### config.mk
export PLATFORM = sky130hd
export DESIGN_NAME = nvme_io_queue_pair_engine_core
export DESIGN_NICKNAME = d
export VERILOG_FILES = /design/src/rtl/nvme_qp_pkg.sv /design/src/rtl/nvme_io_queue_pair_engine_core.sv
export SDC_FILE = /design/constraint.sdc
export NUM_CORES = 1
export LEC_CHECK = 0
export BUFFER_PORTS_ARGS = -buffer_cell sky130_fd_sc_hd__buf_2
export CORE_ASPECT_RATIO = 1.1
export CORE_UTILIZATION = 42
export DETAILED_ROUTE_END_ITERATION = 7
export PLACE_DENSITY = 0.57
export SKIP_CTS_REPAIR_TIMING = 1
export SLEW_MARGIN = 20
export SYNTH_ARGS = -nofsm -noshare
export SYNTH_HDL_FRONTEND = slang
export SYNTH_SLANG_ARGS = --single-unit
### constraint.sdc
create_clock -name clock -period 18.15 [get_ports clock]
set_input_delay 1.815 -clock clock [delete_from_list [all_inputs] [get_ports clock]]
set_output_delay 1.815 -clock clock [all_outputs]
set_load 0.02 [all_outputs]
### src/rtl/nvme_qp_pkg.sv
// ----------------------------------------------------------------------------
// NVMe queue pair package
// Transaction types, codes and the command word builder shared by the engine.
// ----------------------------------------------------------------------------
package nvme_qp_pkg;

   // Request actions
   localparam logic [2:0] ACT_READ     = 3'd0;
   localparam logic [2:0] ACT_WRITE    = 3'd1;
   localparam logic [2:0] ACT_TRIM     = 3'd2;
   localparam logic [2:0] ACT_FLUSH    = 3'd3;
   localparam logic [2:0] ACT_COMPLETE = 3'd4;

   // Result kinds
   localparam logic [1:0] KIND_CMD_WORD  = 2'd0;
   localparam logic [1:0] KIND_SQ_BELL   = 2'd1;
   localparam logic [1:0] KIND_CPL_VALUE = 2'd2;
   localparam logic [1:0] KIND_CQ_BELL   = 2'd3;

   // Command opcodes
   localparam logic [7:0] OPC_FLUSH = 8'h00;
   localparam logic [7:0] OPC_WRITE = 8'h01;
   localparam logic [7:0] OPC_READ  = 8'h02;
   localparam logic [7:0] OPC_TRIM  = 8'h08;

   // Deallocate flag in dword 12 of a trim command
   localparam logic [63:0] TRIM_FLAG = 64'h0000_0000_0200_0000;
   // Phase tag is bit 0 of the status, masked out of the completion value
   localparam logic [15:0] STATUS_MASK = 16'hFFFE;

   localparam logic [2:0] WORD_LAST = 3'd7;

   typedef struct packed {
      logic [2:0]  action;
      logic [63:0] start_block;
      logic [15:0] block_count;
      logic [63:0] buffer_address;
      logic [15:0] entry_status;
      logic [15:0] entry_command_id;
      logic [31:0] entry_result;
   } req_type;

   typedef struct packed {
      logic [1:0]  kind;
      logic [7:0]  queue_slot;
      logic [2:0]  word_index;
      logic [63:0] data;
      logic [8:0]  command_id;
      logic [16:0] doorbell_number;
      logic        last;
   } rsp_type;

   typedef enum logic [2:0] {
      ST_CLEAR,
      ST_IDLE,
      ST_WORD,
      ST_BELL,
      ST_LOOKUP
   } state_type;

   // Build one 64-bit word of the submission command
   function automatic logic [63:0] cmd_word(req_type r, logic [2:0] idx,
                                             logic [15:0] id, logic [15:0] ns);
      logic [7:0]  opc;
      logic [63:0] w;
      begin
         case (r.action)
            ACT_READ:  opc = OPC_READ;
            ACT_WRITE: opc = OPC_WRITE;
            ACT_TRIM:  opc = OPC_TRIM;
            default:   opc = OPC_FLUSH;
         endcase
         w = '0;
         unique case (idx)
            3'd0: w = {16'h0000, ns, id, 8'h00, opc};
            3'd3: begin
               if (r.action == ACT_READ || r.action == ACT_WRITE) begin
                  w = r.buffer_address;
               end
            end
            3'd5: begin
               if (r.action == ACT_READ || r.action == ACT_WRITE
                   || r.action == ACT_TRIM) begin
                  w = r.start_block;
               end
            end
            3'd6: begin
               if (r.action == ACT_READ || r.action == ACT_WRITE) begin
                  w = {48'h0, r.block_count};
               end else if (r.action == ACT_TRIM) begin
                  w = TRIM_FLAG | {48'h0, r.block_count};
               end
            end
            default: w = '0;
         endcase
         return w;
      end
   endfunction

endpackage

### src/rtl/nvme_io_queue_pair_engine_core.sv
// ----------------------------------------------------------------------------
// NVMe I/O queue pair engine
// Host side of one submission/completion queue pair with a pending-id memory.
// ----------------------------------------------------------------------------
// After reset the block sweeps all 2*QUEUE_DEPTH entries of its pending-id
// memory, one entry per cycle, with busy high; configuration writes are taken
// during the sweep. A read, write, trim or flush transaction then produces
// nine results on consecutive cycles (eight command words and the
// submission doorbell), and the next request is taken in the cycle the
// doorbell is presented. A completion entry whose phase does not match is
// handled in idle and rings the completion doorbell on the next cycle; one
// whose phase matches goes through the lookup state, which uses the
// registered read of the pending-id memory. Results are presented for one
// cycle under rsp_strobe and cannot be held off.
module nvme_io_queue_pair_engine_core #(
   parameter int QUEUE_DEPTH = 256
) (
   input  logic                 clock,
   input  logic                 reset,
   input  logic                 start,
   output logic                 busy,
   input  nvme_qp_pkg::req_type req,
   output logic                 rsp_strobe,
   output nvme_qp_pkg::rsp_type rsp,
   input  logic                 csr_valid,
   output logic                 csr_ready,
   input  logic [15:0]          csr_data
);
   import nvme_qp_pkg::*;

   localparam int ID_SPAN = 2 * QUEUE_DEPTH;
   localparam int IW      = $clog2(ID_SPAN);
   localparam logic [IW-1:0] DEPTH_W   = IW'(QUEUE_DEPTH);
   localparam logic [IW-1:0] LAST_ID   = IW'(ID_SPAN - 1);
   localparam logic [16:0]   SPAN_W    = 17'(ID_SPAN);

   state_type      state_ff, state_in;
   logic [IW-1:0]  tail_ff, tail_in;
   logic [IW-1:0]  head_ff, head_in;
   logic [IW-1:0]  id_ff, id_in;
   logic [IW-1:0]  clr_ff, clr_in;
   logic [2:0]     word_ff, word_in;
   logic [15:0]    ns_ff;
   req_type        req_ff;
   logic           rsp_strobe_ff, rsp_strobe_in;
   rsp_type        rsp_ff, rsp_in;

   // pending-id memory
   logic           pend_mem [ID_SPAN];
   logic           pend_rd_ff;
   logic           mem_we;
   logic [IW-1:0]  mem_wa;
   logic           mem_wd;

   logic           accept;
   logic           is_submit;
   logic           phase_ok;
   logic           cid_in_range;
   logic [IW-1:0]  tail_next;
   logic [IW-1:0]  head_next;

   // Reduce an id below 2*depth to its queue slot
   function automatic logic [IW-1:0] slot_of(logic [IW-1:0] v);
      return (v >= DEPTH_W) ? v - DEPTH_W : v;
   endfunction

   assign busy      = (state_ff != ST_IDLE);
   assign accept    = start && !busy;
   assign csr_ready = 1'b1;
   assign is_submit = (req.action == ACT_READ) || (req.action == ACT_WRITE)
                      || (req.action == ACT_TRIM) || (req.action == ACT_FLUSH);
   assign phase_ok  = req.entry_status[0] == (head_ff < DEPTH_W);
   assign cid_in_range = {1'b0, req_ff.entry_command_id} < SPAN_W;
   assign tail_next = (tail_ff == LAST_ID) ? '0 : tail_ff + 1'b1;
   assign head_next = (head_ff == LAST_ID) ? '0 : head_ff + 1'b1;

   // Next state
   always_comb begin
      state_in = state_ff;
      unique case (state_ff)
         ST_CLEAR: begin
            if (clr_ff == LAST_ID) begin
               state_in = ST_IDLE;
            end
         end
         ST_IDLE: begin
            if (accept && is_submit) begin
               state_in = ST_WORD;
            end else if (accept && req.action == ACT_COMPLETE && phase_ok) begin
               state_in = ST_LOOKUP;
            end
         end
         ST_WORD: begin
            if (word_ff == WORD_LAST) begin
               state_in = ST_BELL;
            end
         end
         ST_BELL:   state_in = ST_IDLE;
         ST_LOOKUP: state_in = ST_IDLE;
         default:   state_in = ST_IDLE;
      endcase
   end

   // Datapath and result generation
   always_comb begin
      tail_in       = tail_ff;
      head_in       = head_ff;
      id_in         = id_ff;
      clr_in        = clr_ff;
      word_in       = word_ff;
      rsp_strobe_in = 1'b0;
      rsp_in        = rsp_ff;
      mem_we        = 1'b0;
      mem_wa        = clr_ff;
      mem_wd        = 1'b0;
      unique case (state_ff)
         ST_CLEAR: begin
            mem_we = 1'b1;
            clr_in = clr_ff + 1'b1;
         end
         ST_IDLE: begin
            if (accept && is_submit) begin
               // mark the id pending and present word 0
               mem_we  = 1'b1;
               mem_wa  = tail_ff;
               mem_wd  = 1'b1;
               id_in   = tail_ff;
               tail_in = tail_next;
               word_in = 3'd1;
               rsp_strobe_in      = 1'b1;
               rsp_in.kind        = KIND_CMD_WORD;
               rsp_in.queue_slot  = 8'(slot_of(tail_ff));
               rsp_in.word_index  = 3'd0;
               rsp_in.data        = cmd_word(req, 3'd0, 16'(tail_ff), ns_ff);
               rsp_in.command_id  = 9'(tail_ff);
               rsp_in.doorbell_number = '0;
               rsp_in.last        = 1'b0;
            end else if (accept && req.action == ACT_COMPLETE) begin
               if (phase_ok) begin
                  head_in = head_next;
               end else begin
                  // ring the completion doorbell
                  rsp_strobe_in      = 1'b1;
                  rsp_in.kind        = KIND_CQ_BELL;
                  rsp_in.queue_slot  = '0;
                  rsp_in.word_index  = '0;
                  rsp_in.data        = 64'(slot_of(head_ff));
                  rsp_in.command_id  = '0;
                  rsp_in.doorbell_number = {ns_ff, 1'b1};
                  rsp_in.last        = 1'b1;
               end
            end
         end
         ST_WORD: begin
            word_in = word_ff + 1'b1;
            rsp_strobe_in      = 1'b1;
            rsp_in.kind        = KIND_CMD_WORD;
            rsp_in.queue_slot  = 8'(slot_of(id_ff));
            rsp_in.word_index  = word_ff;
            rsp_in.data        = cmd_word(req_ff, word_ff, 16'(id_ff), ns_ff);
            rsp_in.command_id  = 9'(id_ff);
            rsp_in.doorbell_number = '0;
            rsp_in.last        = 1'b0;
         end
         ST_BELL: begin
            rsp_strobe_in      = 1'b1;
            rsp_in.kind        = KIND_SQ_BELL;
            rsp_in.queue_slot  = '0;
            rsp_in.word_index  = '0;
            rsp_in.data        = 64'(slot_of(tail_ff));
            rsp_in.command_id  = 9'(id_ff);
            rsp_in.doorbell_number = {ns_ff, 1'b0};
            rsp_in.last        = 1'b1;
         end
         ST_LOOKUP: begin
            // complete a pending id and drop its mark
            if (cid_in_range && pend_rd_ff) begin
               mem_we = 1'b1;
               mem_wa = req_ff.entry_command_id[IW-1:0];
               mem_wd = 1'b0;
               rsp_strobe_in      = 1'b1;
               rsp_in.kind        = KIND_CPL_VALUE;
               rsp_in.queue_slot  = '0;
               rsp_in.word_index  = '0;
               rsp_in.data        = {32'h0, req_ff.entry_result[15:0],
                                     req_ff.entry_status & STATUS_MASK};
               rsp_in.command_id  = req_ff.entry_command_id[8:0];
               rsp_in.doorbell_number = '0;
               rsp_in.last        = 1'b1;
            end
         end
         default: begin
            mem_we = 1'b0;
         end
      endcase
   end

   // Control registers
   always_ff @(posedge clock) begin
      if (reset) begin
         state_ff      <= ST_CLEAR;
         tail_ff       <= '0;
         head_ff       <= '0;
         clr_ff        <= '0;
         word_ff       <= '0;
         ns_ff         <= 16'd1;
         rsp_strobe_ff <= 1'b0;
      end else begin
         state_ff      <= state_in;
         tail_ff       <= tail_in;
         head_ff       <= head_in;
         clr_ff        <= clr_in;
         word_ff       <= word_in;
         rsp_strobe_ff <= rsp_strobe_in;
         if (csr_valid && csr_ready) begin
            ns_ff <= csr_data;
         end
      end
   end

   // Payload registers
   always_ff @(posedge clock) begin
      id_ff  <= id_in;
      rsp_ff <= rsp_in;
      if (accept) begin
         req_ff <= req;
      end
   end

   // Pending-id memory, one write and one registered read port
   always_ff @(posedge clock) begin
      if (mem_we) begin
         pend_mem[mem_wa] <= mem_wd;
      end
      pend_rd_ff <= pend_mem[req.entry_command_id[IW-1:0]];
   end

   assign rsp_strobe = rsp_strobe_ff;
   assign rsp        = rsp_ff;

endmodule

# Yosys cells after proc, flatten, opt, wreduce, memory -nomap -nowiden
# Memory sizes are Yosys's and may differ from the RTL's. A register that Yosys moved wholly into a read port is not among the register bits.
# Cells that the tools add are included.
[totals]
ramBits = 512
regBits = 358
out_inout_bits = 107
n_memories = 1
wordCells = 122
[classes]
bitwise = 1
n_mux = 37
order_cmp = 5
n_eq_ne = 26
n_reduce_logical = 23
n_addsub = 7
[memory_table]
columns = ["memory", "words", "word_bits", "read_ports", "rd_ports_with_merged_regs", "wr", "line_no", "rtl"]
rows = [
  ["pend_mem", 512, 1, 1, 1, 1, "nvme_io_queue_pair_engine_core.sv:49", "logic pend_mem [ID_SPAN];"],
]
[op_table]
columns = ["op", "count"]
rows = [
  ["$mux W104", 4],
  ["$pmux W104 S4", 1],
  ["$pmux W64 S4", 1],
  ["$mux W64", 2],
  ["$mux W9", 6],
  ["$mux W26", 2],
  ["$add A9 B1 Y9 const B", 3],
  ["$eq A9 B9 Y1 const B", 3],
  ["$ge A9 B9 Y1 const B", 3],
  ["$pmux W4 S3", 2],
  ["$eq A3 B2 Y1 const B", 6],
  ["$pmux W9 S2", 1],
  ["$sub A9 B9 Y9 const B", 2],
  ["$lt A16 B10 Y1 const B", 1],
  ["$eq A3 B3 Y1 const B", 5],
  ["$mux W3", 5],
  ["$logic_not A3 Y1", 4],
  ["$eq A3 B1 Y1 const B", 3],
  ["$lt A9 B9 Y1 const B", 1],
  ["$ne A3 B3 Y1 const B", 3],
  ["$pmux W3 S3", 1],
  ["$mux W1", 8],
  ["$mux W8", 1],
  ["$ne A2 B2 Y1 const B", 4],
  ["16 further kinds", 27],
]

# Longest topological paths before layout
[logic_depth]
word_depth = 9
depth_mapped = 12

# Least setup slack after synthesis
# Ideal clock, no wire load.
[synth_path]
path_kind = "input port to flip-flop"
startpoint = "input start"
endpoint = "memory pend_mem[0] (data pin)"
setup_time_ns = 1.907
arrival_time_ns = 12.801
path_stages = 6
required_time_ns = 16.243
slack_ns = 3.442
path_buffers = 2
cell_sequence = "nand4bb_1 > inv_2 > nand2b_2 > inv_2 > buf_2 > buf_1"
[synth_via]
elab_chain_cells = 4
[synth_lines]
columns = ["element", "line_no", "rtl"]
rows = [
  ["start: declaration", "nvme_io_queue_pair_engine_core.sv:20", "input logic start,"],
  ["$logic_and A1 B1 Y1", "nvme_io_queue_pair_engine_core.sv:68", "assign accept = start && !busy;"],
  ["net accept", "nvme_io_queue_pair_engine_core.sv:55", "logic accept;"],
  ["$logic_and A1 B1 Y1", "nvme_io_queue_pair_engine_core.sv:122", "if (accept && is_submit) begin"],
  ["$mux W1", "nvme_io_queue_pair_engine_core.sv:122", ""],
  ["$mux W1", "n/a", ""],
  ["net mem_wd", "nvme_io_queue_pair_engine_core.sv:53", "logic mem_wd;"],
  ["end: declaration", "nvme_io_queue_pair_engine_core.sv:49", ""],
]
# The timed path passes the listed nets, and every way through them passes these cells.

# Worst setup path after layout
[layout_path]
startpoint = "input start"
endpoint = "memory pend_mem[49] (enable)"
[layout_via]
elab_chain_cells = 6
word_cells_on_any_way = 8
classes_between = "mux (6); reduce/logical (2)"
[layout_lines]
columns = ["element", "line_no", "rtl"]
rows = [
  ["$logic_and A1 B1 Y1 (*)", "nvme_io_queue_pair_engine_core.sv:68", ""],
  ["net accept", "nvme_io_queue_pair_engine_core.sv:55", ""],
  ["$logic_and A1 B1 Y1 (*)", "nvme_io_queue_pair_engine_core.sv:122", ""],
  ["$mux W1", "nvme_io_queue_pair_engine_core.sv:122", ""],
  ["$pmux W1 S3", "nvme_io_queue_pair_engine_core.sv:116", "unique case (state_ff)"],
  ["$mux W1", "nvme_io_queue_pair_engine_core.sv:232", "if (mem_we) begin"],
  ["$mux W1 (implied by the code)", "nvme_io_queue_pair_engine_core.sv:233", "pend_mem[mem_wa] <= mem_wd;"],
]
# Mark *: on every way through the listed nets, which the timed path passes. The rest lies on a longest branch.

==> summary.md <==
| Metric | Value |
|---|---|
| Vias per inst | `5.55` |
| CP Launch Type | `input pin` |
| Async SR Flop Fraction | `0` |
| Initial antenna violation count | `9` |
| Synth Net Count | `2,731` |
| CTS Root Cell | `clkbuf_16` |
| Slew HR | `0.290` |
| Setup TNS | `0 ns` |
| Cts bufs inserted | `87` |
| Post-Syn Area | `35,800 um^2` |
| Leak pwr | `14.2 nW` |
| Fill count | `7,410` |
| Endpoints failing setup | `0` |
| Core area | `84,600 um^2` |
| Final critical-path required period | `5.89 ns` |
| Non-Filler Instances | `3,965` |
| Unrepaired setup endpoints after global routing | `false` |
| Clock Tree Buf Depth | `3` |
| # placed instances | `3,801` |
| Placer Congestion | `0.813` |
| Max-slew violations | `0` |
| Crit path arrival time | `6.22 ns` |
| Flops & latches, synth | `870` |
| Total track usage | `0.212` |
| Critical path type | `in -> reg` |
| Initial core utilization | `0.423` |
| Largest area contributor in the netlist | `edfxtp_1` |
| HP Start | `tail_ff[8]$_SDFFE_PP0P_` |
| Ys Warns | `0` |
| Fmax | `170 MHz` |
| Io pins | `338` |
| Outcome | `complete, no violations` |
| Final wirelength | `92,400 um` |
| Worst hold path type | `reg -> reg` |
| Count of flip-flops with a built-in enable after synthesis | `819` |
| DRT Pass-1 Iters | `6` |
| Count of different cell masters after synthesis | `68` |
| Global-route wire length before repair | `136,000 um` |
| TritonCTS clock tree | `done` |
| Pwr/cell area | `99.6 nW/um^2` |
| Post-layout util | `0.487` |
| Layout cells sized above 1 | `0.213` |
| Clock Latency Late Sink | `0.65 ns` |
| H-tree level count | `3` |
| CP max stage cell | `inv_8` |
| Routed Antenna Nets | `0` |
| Crit-path cells | `buf_2 > nand4bb_1 > inv_8 > nand2b_2 > inv_8 > nor2_2 > a221o_1 > nor2_1 > nand2_1 > buf_4 > nor2_1` |
| Port-buffer cells | `320` |
| Register area | `25,600 um^2` |
| CP Launch Point | `start` |
| Worst slew pin tran | `1.06 ns` |
| Clock skew | `0.0276 ns` |
| Layout Nets | `2,995` |
| Top cells by area, synth | `edfxtp_1, nor2_1, mux4_2` |
| Largest net degree at the start of global routing | `153` |
| CTS sink count | `870` |
| Grt total ovfl | `0` |
| Num rows | `112` |
| Vias in the first global route | `22,200` |
| Sequential share of the synthesized area | `0.715` |
| Clk slew on worst S/H paths | `0.07 ns` |
| Multi-input logic area | `9320 um^2` |
| Die width | `281 um` |
| Avg WL per Cell | `23.3 um` |
| Critical path required time | `18.48 ns` |
| CP endpoint kind | `register` |
| Mapped Avg Cell Area | `14.4 um^2` |
| Share of the synthesized area in the top cell type | `0.686` |
| Max Cap Viol | `0` |
| Peak supply drop | `0.000104 V` |
| DRC Markers | `0` |
| CP max FO | `131` |
| Synth Flop Type | `edfxtp_1` |
| Worst reg2reg startpoint | `state_ff[0]$_SDFFE_PP0P_` |
| DP HPWL | `54,300 um` |
| Area growth syn-to-layout | `14.9%` |
| Die area | `86,500 um^2` |
| Period utilisation layout | `0.324` |
| Fin. Hold Viols | `0` |
| Die Span Y | `308 um` |
| Starting DRT DRC Count | `1,924` |
| Vias | `22,000` |
| Gate Count Post-Synth | `2,486` |
| Max stage delay on crit path | `0.72 ns` |
final timing paths:
kind	end	slack, ns	depth (start not counted)
max	pend_mem[49]$_DFFE_PP_	12.26	11
min	tail_ff[8]$_SDFFE_PP0P_	0.51	2
max reg2reg	pend_mem[49]$_DFFE_PP_	12.93	10
min reg2reg	tail_ff[8]$_SDFFE_PP0P_	0.51	2
worst max-delay path, delay by kind of cell:
family | cells | cell delay, ns
AO/OA/AOI/OAI | 1 | 0.38
buffers and inverters | 4 | 1.87
AND/OR/NAND/NOR | 6 | 2.00
layer usage:
metal	part of all wire	GRT usage	wire length (um)	vias up
li1	-	-	-	9895
met1	0.39	0.264	36300	11100
met2	0.51	0.369	47100	796
met3	0.072	0.0431	6660	157
met4	0.024	0.0682	2250	8
met5	0.00050	0	46	-
power breakdown:
group / switching (W) / total [W] / internal [W] / leakage, nW
sequential: 0.00000302 / 0.00218 / 0.00217 / 8.66
combinational: 0.0000890 / 0.000142 / 0.0000528 / 4.20
clock: 0.000765 / 0.00178 / 0.00102 / 1.37
layout make-up:
class,instances,area share
diodes,5,0.000304
flip-flops and latches,870,0.622
inverters,19,0.00210
well taps,1140,0.0346
repair buffers,360,0.0467
clock inverters,55,0.0134
clock buffers,104,0.0547
multi-input cells,1412,0.226
flip-flops by register name, summed over array words and instances (netlist names), 9 cells and up:
| name | flops |
|---|---|
| req_ff | 194 |
| tail_ff | 9 |
| rsp | 104 |
| clr_ff | 9 |
| ns_ff | 16 |
| head_ff | 9 |
| pend_mem | 512 |
| id_ff | 9 |
cell families after synthesis:
group	after synthesis	synth area share
other cells	1	0.000105
simple gates	836	0.0981
xor+xnor	20	0.00489
buf+inv	204	0.0265
flops	870	0.715
compound gates	338	0.0691
fa+ha+maj	14	0.00489
mux	203	0.0819
synthesized netlist by cell type (15+ instances only):
master	n
a21oi_1	53
a221o_1	15
a222oi_1	30
a22oi_1	42
and2_1	25
buf_2	81
buf_4	22
clkbuf_1	76
dfxtp_1	51
edfxtp_1	819
mux2i_1	130
mux4_2	72
nand2_1	100
nand3_1	17
nor2_1	613
o21ai_0	58
o221ai_1	58
o22ai_1	27
through the flow:
stage / setup slack (ns) / area [um^2] / total power, W / hold WS [ns]
finish: 12.26 / 41200 / 0.00410 / 0.506
global route: 11.95 / 41200 / 0.00422 / 0.525
CTS: 12.24 / 41200 / 0.00413 / 0.495
detailed placement: 11.55 / 38400 / 0.00236 / 0.480
global placement: 11.81 / 38400 / 0.00236 / 0.483
floorplan: 3.44 / 35800 / 0.00230 / 0.406
cell usage in the layout, fill, tap and decap left out, types with 6 or more instances in the layout:
cell,netlist,layout
edfxtp_1,819,819
nor2_1,613,613
buf_2,81,318
mux2i_1,130,130
nand2_1,100,99
clkbuf_16,0,87
mux4_2,72,72
o221ai_1,58,58
o21ai_0,58,57
a21oi_1,53,53
dfxtp_1,51,51
a22oi_1,42,42
buf_4,22,39
a222oi_1,30,30
o22ai_1,27,27
and2_1,25,24
clkinv_1,3,21
nand3_1,17,17
clkinv_2,0,17
clkbuf_1,76,16
a221o_1,15,15
nand2_2,14,15
ha_1,14,14
inv_1,14,13
xor2_1,12,12
nor3_1,9,9
bufinv_16,0,9
a21o_1,8,8
xnor2_1,8,8
nor2b_1,7,7
a221oi_1,7,7
nand4_1,7,7
and3_1,6,6
nor4_1,6,6
No activity file was read; power rests on OpenSTA's default activity.
